### config.mk
export PLATFORM = sky130hd
export DESIGN_NAME = nonwear_run_length_tracker
export DESIGN_NICKNAME = d
export VERILOG_FILES = /design/src/hw/rtl/nrlt_pkg.sv /design/src/hw/rtl/nrlt_cell.sv /design/src/hw/rtl/nrlt_sum_tree.sv /design/src/hw/rtl/nonwear_run_length_tracker.sv
export SDC_FILE = /design/constraint.sdc
export NUM_CORES = 1
export LEC_CHECK = 0
export BUFFER_PORTS_ARGS = -buffer_cell sky130_fd_sc_hd__buf_2
export CORE_MARGIN = 2
export CORE_UTILIZATION = 60
export DETAILED_ROUTE_END_ITERATION = 10
export PLACE_DENSITY = 0.78
export SYNTH_ARGS = -nofsm -noshare
export SYNTH_HDL_FRONTEND = slang
export SYNTH_SLANG_ARGS = --single-unit
export TNS_END_PERCENT = 100
### constraint.sdc
create_clock -name clk -period 5.39 [get_ports clk]
set_input_delay 0.8085 -clock clk [delete_from_list [all_inputs] [get_ports clk]]
set_output_delay 0.8085 -clock clk [all_outputs]
set_load 0.01 [all_outputs]
### src/hw/rtl/nrlt_pkg.sv
`timescale 1ns / 1ps
// ----------------------------------------------------------------------------
// nrlt_pkg: shared types and constants of the non-wear run-length tracker
// Register codes, field widths, reset values and the per-beat control word
// that the run cells receive.
// ----------------------------------------------------------------------------
package nrlt_pkg;

	localparam int CNT_W = 16;
	localparam int TOL_W = 3;
	localparam int CFG_W = 16;
	localparam int CFG_IDX_W = 2;
	localparam int OUT_W = 20;

	localparam logic [OUT_W-1:0] OUT_MAX = '1;

	localparam logic [CNT_W-1:0] THR_RST = 16'd0;
	localparam logic [CNT_W-1:0] STOP_RST = 16'd100;
	localparam logic [TOL_W-1:0] TOL_RST = 3'd2;

	typedef enum logic [CFG_IDX_W-1:0] {
		CFG_THRESHOLD,
		CFG_STOPLEVEL,
		CFG_TOLERANCE
	} cfg_idx_t;

	// decoded epoch class, shared by every cell of the row
	typedef struct packed {
		logic restart;
		logic inactive;
		logic stop;
		logic shift;
	} nrlt_op_t;

endpackage

### src/hw/rtl/nrlt_cell.sv
`timescale 1ns / 1ps
// ----------------------------------------------------------------------------
// nrlt_cell: one quiet-run slot of the row
// Holds one run length, takes its inward neighbour's run on a spike, and
// emits its contribution to the period sum together with the outward
// "quiet run somewhere beyond" flag.
// ----------------------------------------------------------------------------
module nrlt_cell #(
	parameter int RUN_BITS = 20
) (
	input  logic                clk,
	input  logic                arst_n,
	input  logic                acc,
	input  nrlt_pkg::nrlt_op_t  op,
	input  logic                head,
	input  logic                keep,
	input  logic [RUN_BITS-1:0] prev_run,
	input  logic                tail_in,
	output logic [RUN_BITS-1:0] run,
	output logic                tail_out,
	output logic [RUN_BITS:0]   leaf
);
	import nrlt_pkg::*;

	logic [RUN_BITS-1:0] run_q;
	logic [RUN_BITS-1:0] base;
	logic [RUN_BITS-1:0] prev_base;
	logic [RUN_BITS-1:0] run_nxt;

	always_comb begin
		base = op.restart ? '0 : run_q;
		prev_base = op.restart ? '0 : prev_run;
		if (head && op.inactive) begin
			// saturate at the top of the run counter
			run_nxt = (base == '1) ? base : base + RUN_BITS'(1);
		end else if (op.stop) begin
			run_nxt = '0;
		end else if (op.shift) begin
			run_nxt = keep ? prev_base : '0;
		end else begin
			run_nxt = base;
		end
	end

	// a tolerated spike counts only when some quiet run lies at or beyond it
	assign tail_out = keep && ((run_nxt != '0) || tail_in);

	always_comb begin
		if (!op.inactive || !keep) begin
			leaf = '0;
		end else if (head) begin
			leaf = {1'b0, run_nxt};
		end else begin
			leaf = {1'b0, run_nxt} + (RUN_BITS + 1)'(tail_out);
		end
	end

	always_ff @(posedge clk or negedge arst_n) begin
		if (!arst_n) begin
			run_q <= '0;
		end else if (acc) begin
			run_q <= run_nxt;
		end
	end

	assign run = run_q;

`ifndef ASSERT_OFF
	a_restart_clears: assert property (@(posedge clk) disable iff (!arst_n)
		acc && op.restart && !head |=> run_q == '0)
		else $error("non-head cell kept a run across a restart");
`endif

endmodule

### src/hw/rtl/nrlt_sum_tree.sv
`timescale 1ns / 1ps
// ----------------------------------------------------------------------------
// nrlt_sum_tree: registered adder tree for the period length
// Captures the row contributions, adds them pairwise one level per stage,
// saturates into the output register. Each stage stalls only when full.
// ----------------------------------------------------------------------------
module nrlt_sum_tree #(
	parameter int N      = 5,
	parameter int LEAF_W = 21
) (
	input  logic                       clk,
	input  logic                       arst_n,
	input  logic                       in_valid,
	output logic                       in_ready,
	input  logic [LEAF_W-1:0]          leaf [N],
	output logic                       out_valid,
	input  logic                       out_stall,
	output logic [nrlt_pkg::OUT_W-1:0] period_length
);
	import nrlt_pkg::*;

	localparam int L  = (N > 1) ? $clog2(N) : 1;
	localparam int P  = 1 << L;
	localparam int SW = LEAF_W + L;
	localparam int CW = (SW > OUT_W) ? SW : OUT_W;

	logic [SW-1:0]    node_s [L+1][P];
	logic [L+1:0]     vld_q;
	logic [L+1:0]     rdy;
	logic [OUT_W-1:0] period_q;

	always_comb begin
		rdy[L+1] = !vld_q[L+1] || !out_stall;
		for (int k = L; k >= 0; k--) begin
			rdy[k] = !vld_q[k] || rdy[k+1];
		end
	end

	assign in_ready = rdy[0];

	always_ff @(posedge clk or negedge arst_n) begin
		if (!arst_n) begin
			vld_q <= '0;
		end else begin
			if (rdy[0]) begin
				vld_q[0] <= in_valid;
			end
			for (int k = 1; k <= L + 1; k++) begin
				if (rdy[k]) begin
					vld_q[k] <= vld_q[k-1];
				end
			end
		end
	end

	for (genvar i = 0; i < P; i++) begin : g_leaf
		if (i < N) begin : g_used
			always_ff @(posedge clk) begin
				if (rdy[0] && in_valid) begin
					node_s[0][i] <= SW'(leaf[i]);
				end
			end
		end else begin : g_pad
			always_ff @(posedge clk) begin
				node_s[0][i] <= '0;
			end
		end
	end

	for (genvar l = 1; l <= L; l++) begin : g_lvl
		for (genvar i = 0; i < (P >> l); i++) begin : g_node
			always_ff @(posedge clk) begin
				if (rdy[l]) begin
					node_s[l][i] <= node_s[l-1][2*i] + node_s[l-1][2*i+1];
				end
			end
		end
	end

	always_ff @(posedge clk) begin
		if (rdy[L+1]) begin
			if (CW'(node_s[L][0]) > CW'(OUT_MAX)) begin
				period_q <= OUT_MAX;
			end else begin
				period_q <= OUT_W'(node_s[L][0]);
			end
		end
	end

	assign out_valid = vld_q[L+1];
	assign period_length = period_q;

`ifndef ASSERT_OFF
	a_root_holds: assert property (@(posedge clk) disable iff (!arst_n)
		out_valid && out_stall && vld_q[L] |=> vld_q[L] && $stable(node_s[L][0]))
		else $error("root sum lost while the output beat was stalled");

	a_full_stalls: assert property (@(posedge clk) disable iff (!arst_n)
		!in_ready |-> vld_q[0] && out_valid && out_stall)
		else $error("tree refused a beat with room to spare");
`endif

endmodule

### src/hw/rtl/nonwear_run_length_tracker.sv
`timescale 1ns / 1ps
// ----------------------------------------------------------------------------
// nonwear_run_length_tracker: longest non-wear period per epoch
// Epoch counts arrive latest first; a row of run cells tracks the current
// quiet run and the runs behind up to MAX_TOLERANCE tolerated spikes, and a
// registered adder tree forms the period length for every epoch.
//
//  channel  direction  handshake             payload
//  in       sink       in_valid / in_stall   count[15:0], restart
//  out      source     out_valid / out_stall period_length[19:0]
//  cfg      sink       cfg_we                cfg_index[1:0], cfg_data[15:0]
//
// One epoch is taken every cycle while in_stall is low; the run row updates
// in the cycle of the beat, so the next epoch can follow straight away.
// The period length passes through the leaf register, the adder tree
// levels and the saturation register.
// Reset clears the row and loads the register defaults; no sweep is needed.
// out_stall holds the tree stage by stage; in_stall rises only once every
// stage holds a beat.
// ----------------------------------------------------------------------------
module nonwear_run_length_tracker #(
	parameter int MAX_TOLERANCE = 4,
	parameter int RUN_BITS      = 20
) (
	input  logic                           clk,
	input  logic                           arst_n,
	input  logic                           in_valid,
	output logic                           in_stall,
	input  logic [nrlt_pkg::CNT_W-1:0]     count,
	input  logic                           restart,
	output logic                           out_valid,
	input  logic                           out_stall,
	output logic [nrlt_pkg::OUT_W-1:0]     period_length,
	input  logic                           cfg_we,
	input  logic [nrlt_pkg::CFG_IDX_W-1:0] cfg_index,
	input  logic [nrlt_pkg::CFG_W-1:0]     cfg_data
);
	import nrlt_pkg::*;

	localparam int ROW_LEN = MAX_TOLERANCE + 1;

	logic [CNT_W-1:0]    thr_q;
	logic [CNT_W-1:0]    stop_q;
	logic [TOL_W-1:0]    tol_q;
	logic                tree_ready;
	logic                acc;
	logic                inactive;
	nrlt_op_t            op;
	logic [RUN_BITS-1:0] run_w  [ROW_LEN];
	logic                tail_w [ROW_LEN+1];
	logic [RUN_BITS:0]   leaf_w [ROW_LEN];

	always_ff @(posedge clk or negedge arst_n) begin
		if (!arst_n) begin
			thr_q <= THR_RST;
			stop_q <= STOP_RST;
			tol_q <= TOL_RST;
		end else if (cfg_we) begin
			case (cfg_idx_t'(cfg_index))
				CFG_THRESHOLD: thr_q <= cfg_data;
				CFG_STOPLEVEL: stop_q <= cfg_data;
				CFG_TOLERANCE: tol_q <= cfg_data[TOL_W-1:0];
				default: ;
			endcase
		end
	end

	assign in_stall = !tree_ready;
	assign acc = in_valid && tree_ready;

	// the activity test wins over the stop level
	assign inactive = count <= thr_q;
	always_comb begin
		op.restart = restart;
		op.inactive = inactive;
		op.stop = !inactive && (count > stop_q);
		op.shift = !inactive && (count <= stop_q);
	end

	assign tail_w[ROW_LEN] = 1'b0;

	for (genvar j = 0; j < ROW_LEN; j++) begin : g_cell
		logic [RUN_BITS-1:0] prev;
		if (j == 0) begin : g_head
			assign prev = '0;
		end else begin : g_body
			assign prev = run_w[j-1];
		end

		nrlt_cell #(
			.RUN_BITS(RUN_BITS)
		) u_cell (
			.clk     (clk),
			.arst_n  (arst_n),
			.acc     (acc),
			.op      (op),
			.head    (1'(j == 0)),
			.keep    (int'(tol_q) >= j),
			.prev_run(prev),
			.tail_in (tail_w[j+1]),
			.run     (run_w[j]),
			.tail_out(tail_w[j]),
			.leaf    (leaf_w[j])
		);
	end

	nrlt_sum_tree #(
		.N     (ROW_LEN),
		.LEAF_W(RUN_BITS + 1)
	) u_tree (
		.clk          (clk),
		.arst_n       (arst_n),
		.in_valid     (in_valid),
		.in_ready     (tree_ready),
		.leaf         (leaf_w),
		.out_valid    (out_valid),
		.out_stall    (out_stall),
		.period_length(period_length)
	);

`ifndef ASSERT_OFF
	a_quiet_grows: assert property (@(posedge clk) disable iff (!arst_n)
		acc && inactive |=> run_w[0] != '0)
		else $error("current run empty after a quiet epoch");

	a_spike_resets: assert property (@(posedge clk) disable iff (!arst_n)
		acc && !inactive |=> run_w[0] == '0)
		else $error("current run survived a spike");

	a_stall_when_full: assert property (@(posedge clk) disable iff (!arst_n)
		in_stall |-> out_valid && out_stall)
		else $error("input stalled without a waiting output beat");
`endif

endmodule
==> results of run 1 <==
worst max-delay path by stage:
stage               slack [ns]              endpoint  cells after the start      start
floorplan                 0.28   u_tree.node_s[0][0]                      6  out_stall
global placement           0.1  u_tree.node_s[0][81]                     20  count[14]
detailed placement        0.04  u_tree.node_s[0][81]                     21  count[13]
CTS                       0.56  u_tree.node_s[0][81]                     21  stop_q[6]
global route              0.13  u_tree.node_s[0][87]                     20  thr_q[15]
finish                    0.48  u_tree.node_s[0][81]                     20  stop_q[6]
report_power, final:
part / switching (mW) / total (mW) / leakage, nW / internal [mW]
clock: 1.25 / 3.04 / 0.700 / 1.80
sequential: 0.189 / 4.07 / 4.46 / 3.88
combinational: 1.47 / 2.39 / 5.05 / 0.923
final cells by class:
type	instances	area (um^2)	area share [%]
flip-flops and latches	397	11200	45.1
well taps	468	586	2.35
inverters	90	340	1.37
clock buffers	57	1180	4.74
clock inverters	20	275	1.11
repair buffers	135	917	3.69
multi-input cells	1590	10300	41.6
sequential cells by signal (all words and copies together), names as in the netlist:
register / cells
thr_q: 16
tol_q: 3
g_cell.u_cell.run: 100
stop_q: 16
u_tree.node_s: 237
u_tree.vld_q: 5
u_tree.period_length: 20
Yosys cell counts, types with 9 or more instances:
cell type	n
or2_2	12
buf_1	11
mux2_2	21
inv_1	90
nand2_1	282
buf_2	22
nor2b_1	33
a21boi_0	11
a31oi_1	29
ha_1	125
a21oi_1	124
a22oi_1	20
clkbuf_1	41
nor4_1	27
xnor2_1	104
nor2_1	178
edfxtp_1	257
buf_6	9
a41oi_1	14
and2_1	16
o31ai_1	28
and3_1	25
or3_1	16
dfrtp_1	136
nand4_1	30
xor2_1	35
nand3_1	61
nand2b_1	37
nor3_1	45
a21o_1	19
o21ai_0	130
o21a_1	14
o211a_1	20
cells by family (layout without fill, tap and decap cells):
| family | after synthesis | after routing | synth area share [%] |
|---|---|---|---|
| AO/OA/AOI/OAI | 483 | 483 | 14.0 |
| XOR/XNOR | 139 | 139 | 5.45 |
| adder cells (fa/ha/maj) | 129 | 129 | 7.36 |
| buffers and inverters | 179 | 302 | 3.57 |
| flip-flops | 397 | 397 | 50.2 |
| multiplexers | 29 | 29 | 1.42 |
| AND/OR/NAND/NOR | 810 | 810 | 17.9 |
routing by layer:
layer | vias to the layer above | part of all wire (%) | global-route usage (%)
met5 | - | 0 | 0
met4 | 0 | 2.9 | 9.55
met1 | 8278 | 42 | 41.5
met3 | 129 | 7.5 | 4.79
li1 | 8073 | - | -
met2 | 721 | 47 | 49.2
per-stage QoR:
| step | std cells | worst slack, ns |
|---|---|---|
| after floorplan | 2166 | 0.283 |
| after global placement | 2680 | 0.0960 |
| after detailed placement | 2680 | 0.0362 |
| after CTS | 2757 | 0.555 |
| after global routing | 2757 | 0.128 |
| final | 2757 | 0.478 |
==> results.md, run 1 <==
- Status: finished, final reports clean
- Skew final: 0.0202 ns
- Post CTS Setup Buffer Count: 0
- Buf/Inv on CP: 2
- R2R cell count: 20
- Yosys warnings: 0
- Via/cell ratio: 6.24
- I/O Pins: 62
- Setup tns final: 0 ns
- Hold Path Class: input pin to async pin
- CTS H-tree depth: 2
- Worst Path Required: 5.70 ns
- Synthesized cell area: 22300 um^2
- CTS clock-pin slew for the worst setup and hold paths: 0.06 ns
- Die Footprint: 38800 um^2
- Largest net degree at the start of global routing: 106
- Family with the most delay on the worst path: simple AND/OR/NAND/NOR gates
- Pwr dens: 382 nW/um^2
- Top-area cell type share of the netlist area: 34.5%
- CTS tree: built
- R2r setup slk: 0.48 ns
- Layout fillers: 2758
- Syn Area/Cell: 10.3 um^2
- Wirelength per Cell: 20.5 um
- EDFF count, synth: 257
- RR Startpoint: stop_q[6]
- Pleak: 10.2 nW
- Seq/Total Area, Yosys: 50.2%
- Worst setup EP type: flop
- Most frequent cells in the layout: nand2_1, edfxtp_1, nor2_1
- Slew headroom: 35.3%
- FMAX: 0.204 GHz
- CP max-delay cell: dfstp_2
- GRT Residual Overflow: 0
- Async set-reset flop share out of synthesis: 35.3%
- Final setup fails: 0
- Yosys cell types: 89
- CTS buffer count: 43
- Root Buffer: clkbuf_16
- MaxCap Viol Count: 0
- GRT Overall Usage: 30.1%
- Leading cell type in the layout, fill and taps excluded: nand2_1
- CTS sink count: 397
- DIE WIDTH: 197 um
- Crit path top cell by count: ha_1
- CP Class: flop to flop
- Core ar.: 36600 um^2
- Starting Density: 61.0%
- Tmin final: 4.91 ns
- Worst Path Max Fanout: 16
- Slew @ Worst Pin: 0.967 ns
- DRT iter0 DRCs: 1782
- Reg2reg end: u_tree.node_s[0][81]
- Row cnt: 70
- NumNets Final: 2426
- Post-DRT Antenna Nets: 0
- Tcrit/Tclk final: 91.1%
- Die Y: 197 um
- Total wire length: 56.6 mm
- Top cells by area, synth: edfxtp_1, dfrtp_1, ha_1
- CTS resizes: 0
- Vias: 17201
- Router iterations before antenna repair: 5
- FF+latch count, synth: 397
- Area Overhead vs Synth: 11.3%
- Initial antenna violation count: 0
- First-pass GRT wire length: 91.2 mm
- Max-slew violation count: 0
- Startpoint types: flop
- Overall power: 9.50 mW
- Vias in the first global route: 16697
- Cell area after layout: 24900 um^2
- Hold Slack: 0.145 ns
- Biggest cell delay along the critical path: 0.53 ns
- Placed Area: 23400 um^2
- Ant diodes: 0
- Clock latency at the later pin of the worst-skew pair: 0.59 ns
- Hold Vio Cnt, Final: 0
- Global placement routability congestion: 0.995
- Gate Count Post-Synth: 2166
- Worst vdd ir: 0.321 mV
- Fin util: 67.9%
- Critical-path cell list: inv_1 > ha_1 > nand4_1 > nor4_2 > a21bo_2 > nand4_1 > nand2_1 > a41oi_1 > nand4bb_1 > nor4_1 > o221ai_1 > a21o_1 > ha_1 > ha_1 > o21ai_0 > nor4_2 > buf_4 > nand3b_1 > xnor2_1 > nor2_1
- CTS max path bufs: 3
- Post-Syn Nets: 2335
- Worst EP arrival: 5.22 ns
- PortBufs: 61
- Post-DP HPWL: 41.9 mm
- Top FF cell, synth: edfxtp_1
- Cts hold-fix bufs: 0
- Share of layout cells above drive strength 1: 12.3%
- RSZ-0062 raised after global routing: false
- # DRC: 0
- Largest area contributor in the netlist: edfxtp_1
(Power assumes the default switching activity.)
==> run 2: changes to the inputs <==
- ABC_AREA: not set -> 1
==> results.md, run 2 <==
- Core ar.: 37800 um^2 (+3.1%)
- CTS clock-pin slew for the worst setup and hold paths: 0.06 ns (about the same)
- CTS tree: built
- Post-DRT Antenna Nets: 0 (unchanged)
- Gate Count Post-Synth: 2684 (+24%)
- Internal power: 6.60 mW (+0.12%)
- Synth top cells by count: nand2_1, inv_1, edfxtp_1
- Yosys cell types: 54 (-39%)
- CTS resizes: 0 (unchanged)
- # DRC: 0 (unchanged)
- Vias: 19015 (+11%)
- NetSw: 3.35 mW (+16%)
- Slew headroom: 29.1% (-6.3 points)
- Worst EP arrival: 5.01 ns (-0.21 ns)
- GRT Residual Overflow: 0 (unchanged)
- Vias in the first global route: 18233 (+9.2%)
- Startpoint types: flop
- Skew final: 0.0335 ns (+0.0134 ns)
- Total wire length: 62.1 mm (+9.7%)
- Post CTS Setup Buffer Count: 0 (unchanged)
- Yosys warnings: 0 (unchanged)
- Top FF cell, synth: edfxtp_1
- Biggest cell delay along the critical path: 0.52 ns (about the same)
- CTS max path bufs: 3 (unchanged)
- Worst Path Max Fanout: 14 (-2)
- Router iterations before antenna repair: 6 (+1)
- Largest net degree at the start of global routing: 110 (+3.8%)
- Hold Path Class: input pin to async pin
- Most frequent cells in the layout: nand2_1, inv_1, edfxtp_1
- Global placement routability congestion: 0.973 (-2.2%)
- RSZ-0062 raised after global routing: false
- Switching portion of total power: 33.7% (+3.1 points)
- Tcrit/Tclk final: 85.2% (-6.0 points)
- Root Buffer: clkbuf_16
- CP Class: flop to flop
- Async set-reset flop share out of synthesis: 35.3% (unchanged)
- CTS H-tree depth: 2 (unchanged)
- Via/cell ratio: 5.71 (-8.5%)
- Worst Path Required: 5.81 ns (+0.11 ns)
- Top cells by area, synth: edfxtp_1, dfrtp_1, nand2_1
- MaxCap Viol Count: 0 (unchanged)
- Row cnt: 71 (+1.4%)
- Die Footprint: 40100 um^2 (+3.3%)
- Seq pwr share: 43.0% (+0.2 points)
- Ant diodes: 0 (unchanged)
- FF+latch count, synth: 397 (unchanged)
- Crit path top cell by count: nand2_1
- Area Overhead vs Synth: 11.0%
- PortBufs: 61 (unchanged)
- DIE WIDTH: 200 um (+1.6%)
- Starting Density: 61.2% (+0.12 points)
- Cts hold-fix bufs: 0 (unchanged)
- Top-area cell type share of the netlist area: 33.4% (-1.1 points)
- I/O Pins: 62 (unchanged)
- Worst setup EP type: flop
- Logic pwr share: 27.8% (+2.6 points)
- Largest area contributor in the netlist: edfxtp_1
- Slew @ Worst Pin: 1.06 ns (+0.0944 ns)
- Leading cell type in the layout, fill and taps excluded: nand2_1
- Post-Syn Nets: 2853 (+22%)
- Share of layout cells above drive strength 1: 11.3% (-1.0 points)
- Most numerous cell in the Yosys netlist: nand2_1
- Clock latency at the later pin of the worst-skew pair: 0.60 ns (about the same)
- Seq/Total Area, Yosys: 48.6% (-1.6 points)
- Pwr dens: 388 nW/um^2 (+1.7%)
- Pleak: 10.6 nW (+3.3%)
- First-pass GRT wire length: 99.1 mm (+8.7%)
- Hold Vio Cnt, Final: 0 (unchanged)
- Worst vdd ir: 0.296 mV (-7.9%)
- Final setup fails: 0 (unchanged)
- Syn Area/Cell: 8.60 um^2 (-17%)
- Biggest register: u_tree.node_s
- DRT iter0 DRCs: 1928 (+8.2%)
- NumNets Final: 2954 (+22%)
- Synthesized cell area: 23100 um^2 (+3.3%)
- Wirelength per Cell: 18.6 um (-9.2%)
- Initial antenna violation count: 1 (+1)
- Hold Slack: 0.260 ns (+0.114 ns)
- GRT Overall Usage: 31.3% (+1.2 points)
- Status: finished, final reports clean
- Overall power: 9.96 mW (+4.8%)
- R2R cell count: 31 (+55%)
- CP max-delay cell: dfstp_2
- CTS buffer count: 43 (unchanged)
- Max reg flops: 237 (unchanged)
- FMAX: 0.218 GHz (+7.0%)
- Max-slew violation count: 0 (unchanged)
- Die Y: 200 um (+1.6%)
- CTS sink count: 397 (unchanged)
- Setup tns final: 0 ns (unchanged)
- EDFF count, synth: 257 (unchanged)
- Post-DP HPWL: 47.5 mm (+13%)
- Clock power frac: 29.2% (-2.8 points)
- Tmin final: 4.59 ns (-0.321 ns)
run 2: changes by cell type in the layout (fill, tap and decap cells not counted), moves of 37 or more:
| cell | delta |
|---|---|
| a21oi_1 | +51 |
| inv_1 | +227 |
| nand2_1 | +392 |
| nand2b_1 | -37 |
| nand3_1 | +63 |
| nor2_1 | +70 |
| o21ai_0 | +74 |
| o22ai_2 | +37 |
| xnor2_1 | -77 |
run 2: cell families (layout without fill, tap and decap cells):
| group | Yosys count | in the layout | share of synthesized area, % |
|---|---|---|---|
| xor+xnor | 83 | 83 | 3.15 |
| simple gates | 1190 | 1190 | 21.8 |
| flops | 397 | 397 | 48.6 |
| buf+inv | 413 | 549 | 7.23 |
| fa+ha+maj | 129 | 129 | 7.12 |
| compound gates | 472 | 472 | 12.1 |
run 2: critical path: cells and delay by family, from the launching register on:
family / cells / cell delay [ns]
AOI/OAI and AO/OA: 2 / 0.40
adders and majority gates: 3 / 0.75
buffers and inverters: 5 / 0.44
DFF: 1 / 0.52
and+or+nand+nor: 21 / 2.29
run 2: per-layer routing:
layer / GRT usage, % / wire [um] / vias up
li1: - / - / 9168
met1: 45.4 / 27800 / 8978
met2: 49.4 / 28100 / 781
met3: 5.48 / 5030 / 86
met4: 7.17 / 1190 / 2
met5: 0 / 4 / -
run 2: stage by stage:
step / setup WS (ns) / cell area [um^2] / instances / utilization, %
after CTS: 0.834 / 25600 / 3331 / 67.9
after floorplan: 0.0369 / 23100 / 2684 / -
after global placement: 0.383 / 24200 / 3251 / 64.2
final: 0.799 / 25600 / 3331 / 67.9
after global routing: 0.298 / 25600 / 3331 / 67.9
after detailed placement: 0.400 / 24200 / 3251 / 64.2
run 2: path summary, 6_finish.rpt:
kind                                 startpoint                        to  slack [ns]
setup reg to reg                      stop_q[2]      u_tree.node_s[0][37]        0.80
hold reg to reg            u_tree.node_s[1][56]      u_tree.node_s[2][80]        0.41
max in group asynchronous                arst_n  g_cell[4].u_cell.run[11]        3.82
min in group clk           u_tree.node_s[1][56]      u_tree.node_s[2][80]        0.41
setup / recovery                      stop_q[2]      u_tree.node_s[0][37]        0.80
hold / removal                           arst_n                 thr_q[11]        0.26
run 2: final cells by class:
class / count / area (um^2)
Multi-Input combinational cell: 1874 / 10200
Sequential cell: 397 / 11200
Timing Repair Buffer: 132 / 870
Fill cell: 2972 / 12100
Clock inverter: 26 / 229
Clock buffer: 54 / 1180
Inverter: 337 / 1280
Tap cell: 511 / 639
run 2: power groups by stage:
stage	sequential, mW	clock, mW	combinational (mW)
after floorplan	4.20	0	2.05
after global placement	4.32	0	2.62
after detailed placement	4.33	0	2.74
after CTS	4.28	2.95	2.75
after global routing	4.31	3.08	3.08
final	4.28	2.91	2.77
==> run 3: changes to the inputs <==
- CORE_UTILIZATION: 60 -> 40
- PLACE_DENSITY: 0.78 -> 0.56
==> results.md, run 3 (synthesis results as in run 2) <==
- Status: finished, final reports clean
- Post-DP HPWL: 48.8 mm (+2.9%)
- Worst EP arrival: 5.12 ns (+0.11 ns)
- Hold Vio Cnt, Final: 0 (unchanged)
- Core ar.: 57400 um^2 (+52%)
- NumNets Final: 2953 (-0.034%)
- Initial antenna violation count: 1 (unchanged)
- Worst setup EP type: flop
- MaxCap Viol Count: 0 (unchanged)
- Worst Path Max Fanout: 43 (+29)
- Startpoint types: flop
- Share of layout cells above drive strength 1: 11.4% (+0.17 points)
- CTS sink count: 397 (unchanged)
- Router iterations before antenna repair: 5 (-1)
- Inst Count DP: 3500 (+7.7%)
- Area Overhead vs Synth: 13.2%
- PortBufs: 61 (unchanged)
- I/O Pins: 62 (unchanged)
- FMAX: 0.213 GHz (-2.4%)
- Worst Path Required: 5.80 ns (about the same)
- CTS clock-pin slew for the worst setup and hold paths: 0.06 ns (about the same)
- DRT iter0 DRCs: 1395 (-28%)
- Layout fillers: 5624 (+89%)
- Pwr dens: 396 nW/um^2 (+1.9%)
- Clock latency at the later pin of the worst-skew pair: 0.61 ns (about the same)
- First-pass GRT wire length: 101 mm (+1.9%)
- Pleak: 10.6 nW (+0.69%)
- CTS tree: built
- GRT Residual Overflow: 0 (unchanged)
- Skew final: 0.0339 ns (+0.000400 ns)
- Post CTS Setup Buffer Count: 0 (unchanged)
- Root Buffer: clkbuf_16
- Global placement routability congestion: 0.927 (-4.7%)
- Tmin final: 4.70 ns (+0.113 ns)
- RSZ-0062 raised after global routing: false
- Vias in the first global route: 17943 (-1.6%)
- Vias: 18378 (-3.3%)
- Placed Area: 24500 um^2 (+1.2%)
- Total wire length: 63.9 mm (+2.9%)
- Slew @ Worst Pin: 1.13 ns (+0.0737 ns)
- CTS buffer count: 47 (+9.3%)
- CTS H-tree depth: 2 (unchanged)
- Die Footprint: 59700 um^2 (+49%)
- Most frequent cells in the layout: nand2_1, inv_1, edfxtp_1
- DIE WIDTH: 244 um (+22%)
- Final setup fails: 0 (unchanged)
- Worst vdd ir: 0.294 mV (-0.89%)
- Starting Density: 40.3% (-21 points)
- Leading cell type in the layout, fill and taps excluded: nand2_1
- Reg area: 11200 um^2 (unchanged)
- Row cnt: 88 (+24%)
- CTS resizes: 0 (unchanged)
- Setup tns final: 0 ns (unchanged)
- Biggest register: u_tree.node_s
- Wirelength per Cell: 17.8 um (-4.5%)
- # DRC: 0 (unchanged)
- Via/cell ratio: 5.12 (-10%)
- Largest net degree at the start of global routing: 90 (-18%)
- Tcrit/Tclk final: 87.3% (+2.1 points)
- Max-slew violation count: 0 (unchanged)
- Slew headroom: 24.1% (-4.9 points)
- GRT Overall Usage: 21.6% (-9.7 points)
- Post-DRT Antenna Nets: 0 (unchanged)
- Area of the multi-input gates: 10200 um^2 (unchanged)
- Die Y: 244 um (+22%)
- CP Class: flop to flop
- Ant diodes: 0 (unchanged)
- CTS max path bufs: 3 (unchanged)
- Max reg flops: 237 (unchanged)
- Cell area after layout: 26200 um^2 (+2.0%)
- Fin cells: 3588 (+7.7%)
- Hold Path Class: input pin to async pin
- Cts hold-fix bufs: 0 (unchanged)
run 3: changes by cell type in the layout (fill, tap and decap cells not counted), sizes merged:
cell      before  now
clkbuf        54   61
buf          132  127
clkinvlp       5    8
bufinv         2    6
inv          330  333
clkinv        26   17
run 3: final timing paths:
| kind | slack (ns) | depth (start not counted) | end | from |
|---|---|---|---|---|
| setup / recovery | 0.69 | 27 | u_tree.node_s[0][83] | stop_q[6] |
| min in group clk | 0.42 | 0 | u_tree.node_s[1][57] | u_tree.node_s[0][12] |
| hold reg to reg | 0.42 | 0 | u_tree.node_s[1][57] | u_tree.node_s[0][12] |
| hold / removal | 0.26 | 1 | thr_q[11] | arst_n |
| setup reg to reg | 0.69 | 27 | u_tree.node_s[0][83] | stop_q[6] |
| max in group asynchronous | 3.83 | 2 | g_cell[3].u_cell.run[8] | arst_n |
run 3: area by class of cell:
type,instances,area share [%]
clock buffers,61,4.89
clock inverters,27,1.40
inverters,337,4.89
multi-input cells,1874,39.1
flip-flops and latches,397,42.9
well taps,765,3.66
repair buffers,127,3.18
run 3: power breakdown:
group | switching, mW | leakage [nW] | internal (mW)
clock network | 1.36 | 0.785 | 1.99
logic | 1.81 | 5.37 | 0.942
registers | 0.239 | 4.48 | 4.01
total | 3.41 | 10.6 | 6.95
run 3: per-layer routing:
| layer | wire, um | track usage, % |
|---|---|---|
| met5 | 10 | 0 |
| met4 | 2030 | 7.01 |
| met3 | 3300 | 3.20 |
| met2 | 29000 | 34.9 |
| met1 | 29600 | 29.9 |
run 3: worst max-delay path: stages, from the launching register on:
cell and delay, ns:
dfstp_2 0.53, inv_1 0.04, ha_1 0.26, nand2_1 0.07
nor2_1 0.17, nand2_1 0.07, nand2_1 0.06, nand2_1 0.05
nand2_1 0.07, nand2_2 0.18, nand2_4 0.31, buf_12 0.31
o22ai_2 0.17, inv_1 0.14, nand2_1 0.07, nor3_1 0.35
nand3_1 0.15, nand2_1 0.11, nand3_1 0.16, ha_1 0.31
ha_1 0.22, nand2_1 0.10, inv_1 0.07, nand2_1 0.11
nor2_1 0.09, nand3_1 0.07, nand2_1 0.05, a21oi_1 0.15
run 3: stage by stage:
| stage | power (mW) | util (%) | setup slack (ns) | hold WS (ns) |
|---|---|---|---|---|
| floorplan | 6.24 | - | 0.0369 | 0.400 |
| global placement | 7.01 | 42.7 | 0.346 | 0.408 |
| detailed placement | 7.07 | 42.7 | 0.278 | 0.405 |
| CTS | 10.5 | 45.6 | 0.716 | 0.307 |
| global route | 11.0 | 45.6 | 0.317 | 0.331 |
| finish | 10.4 | 45.6 | 0.686 | 0.263 |
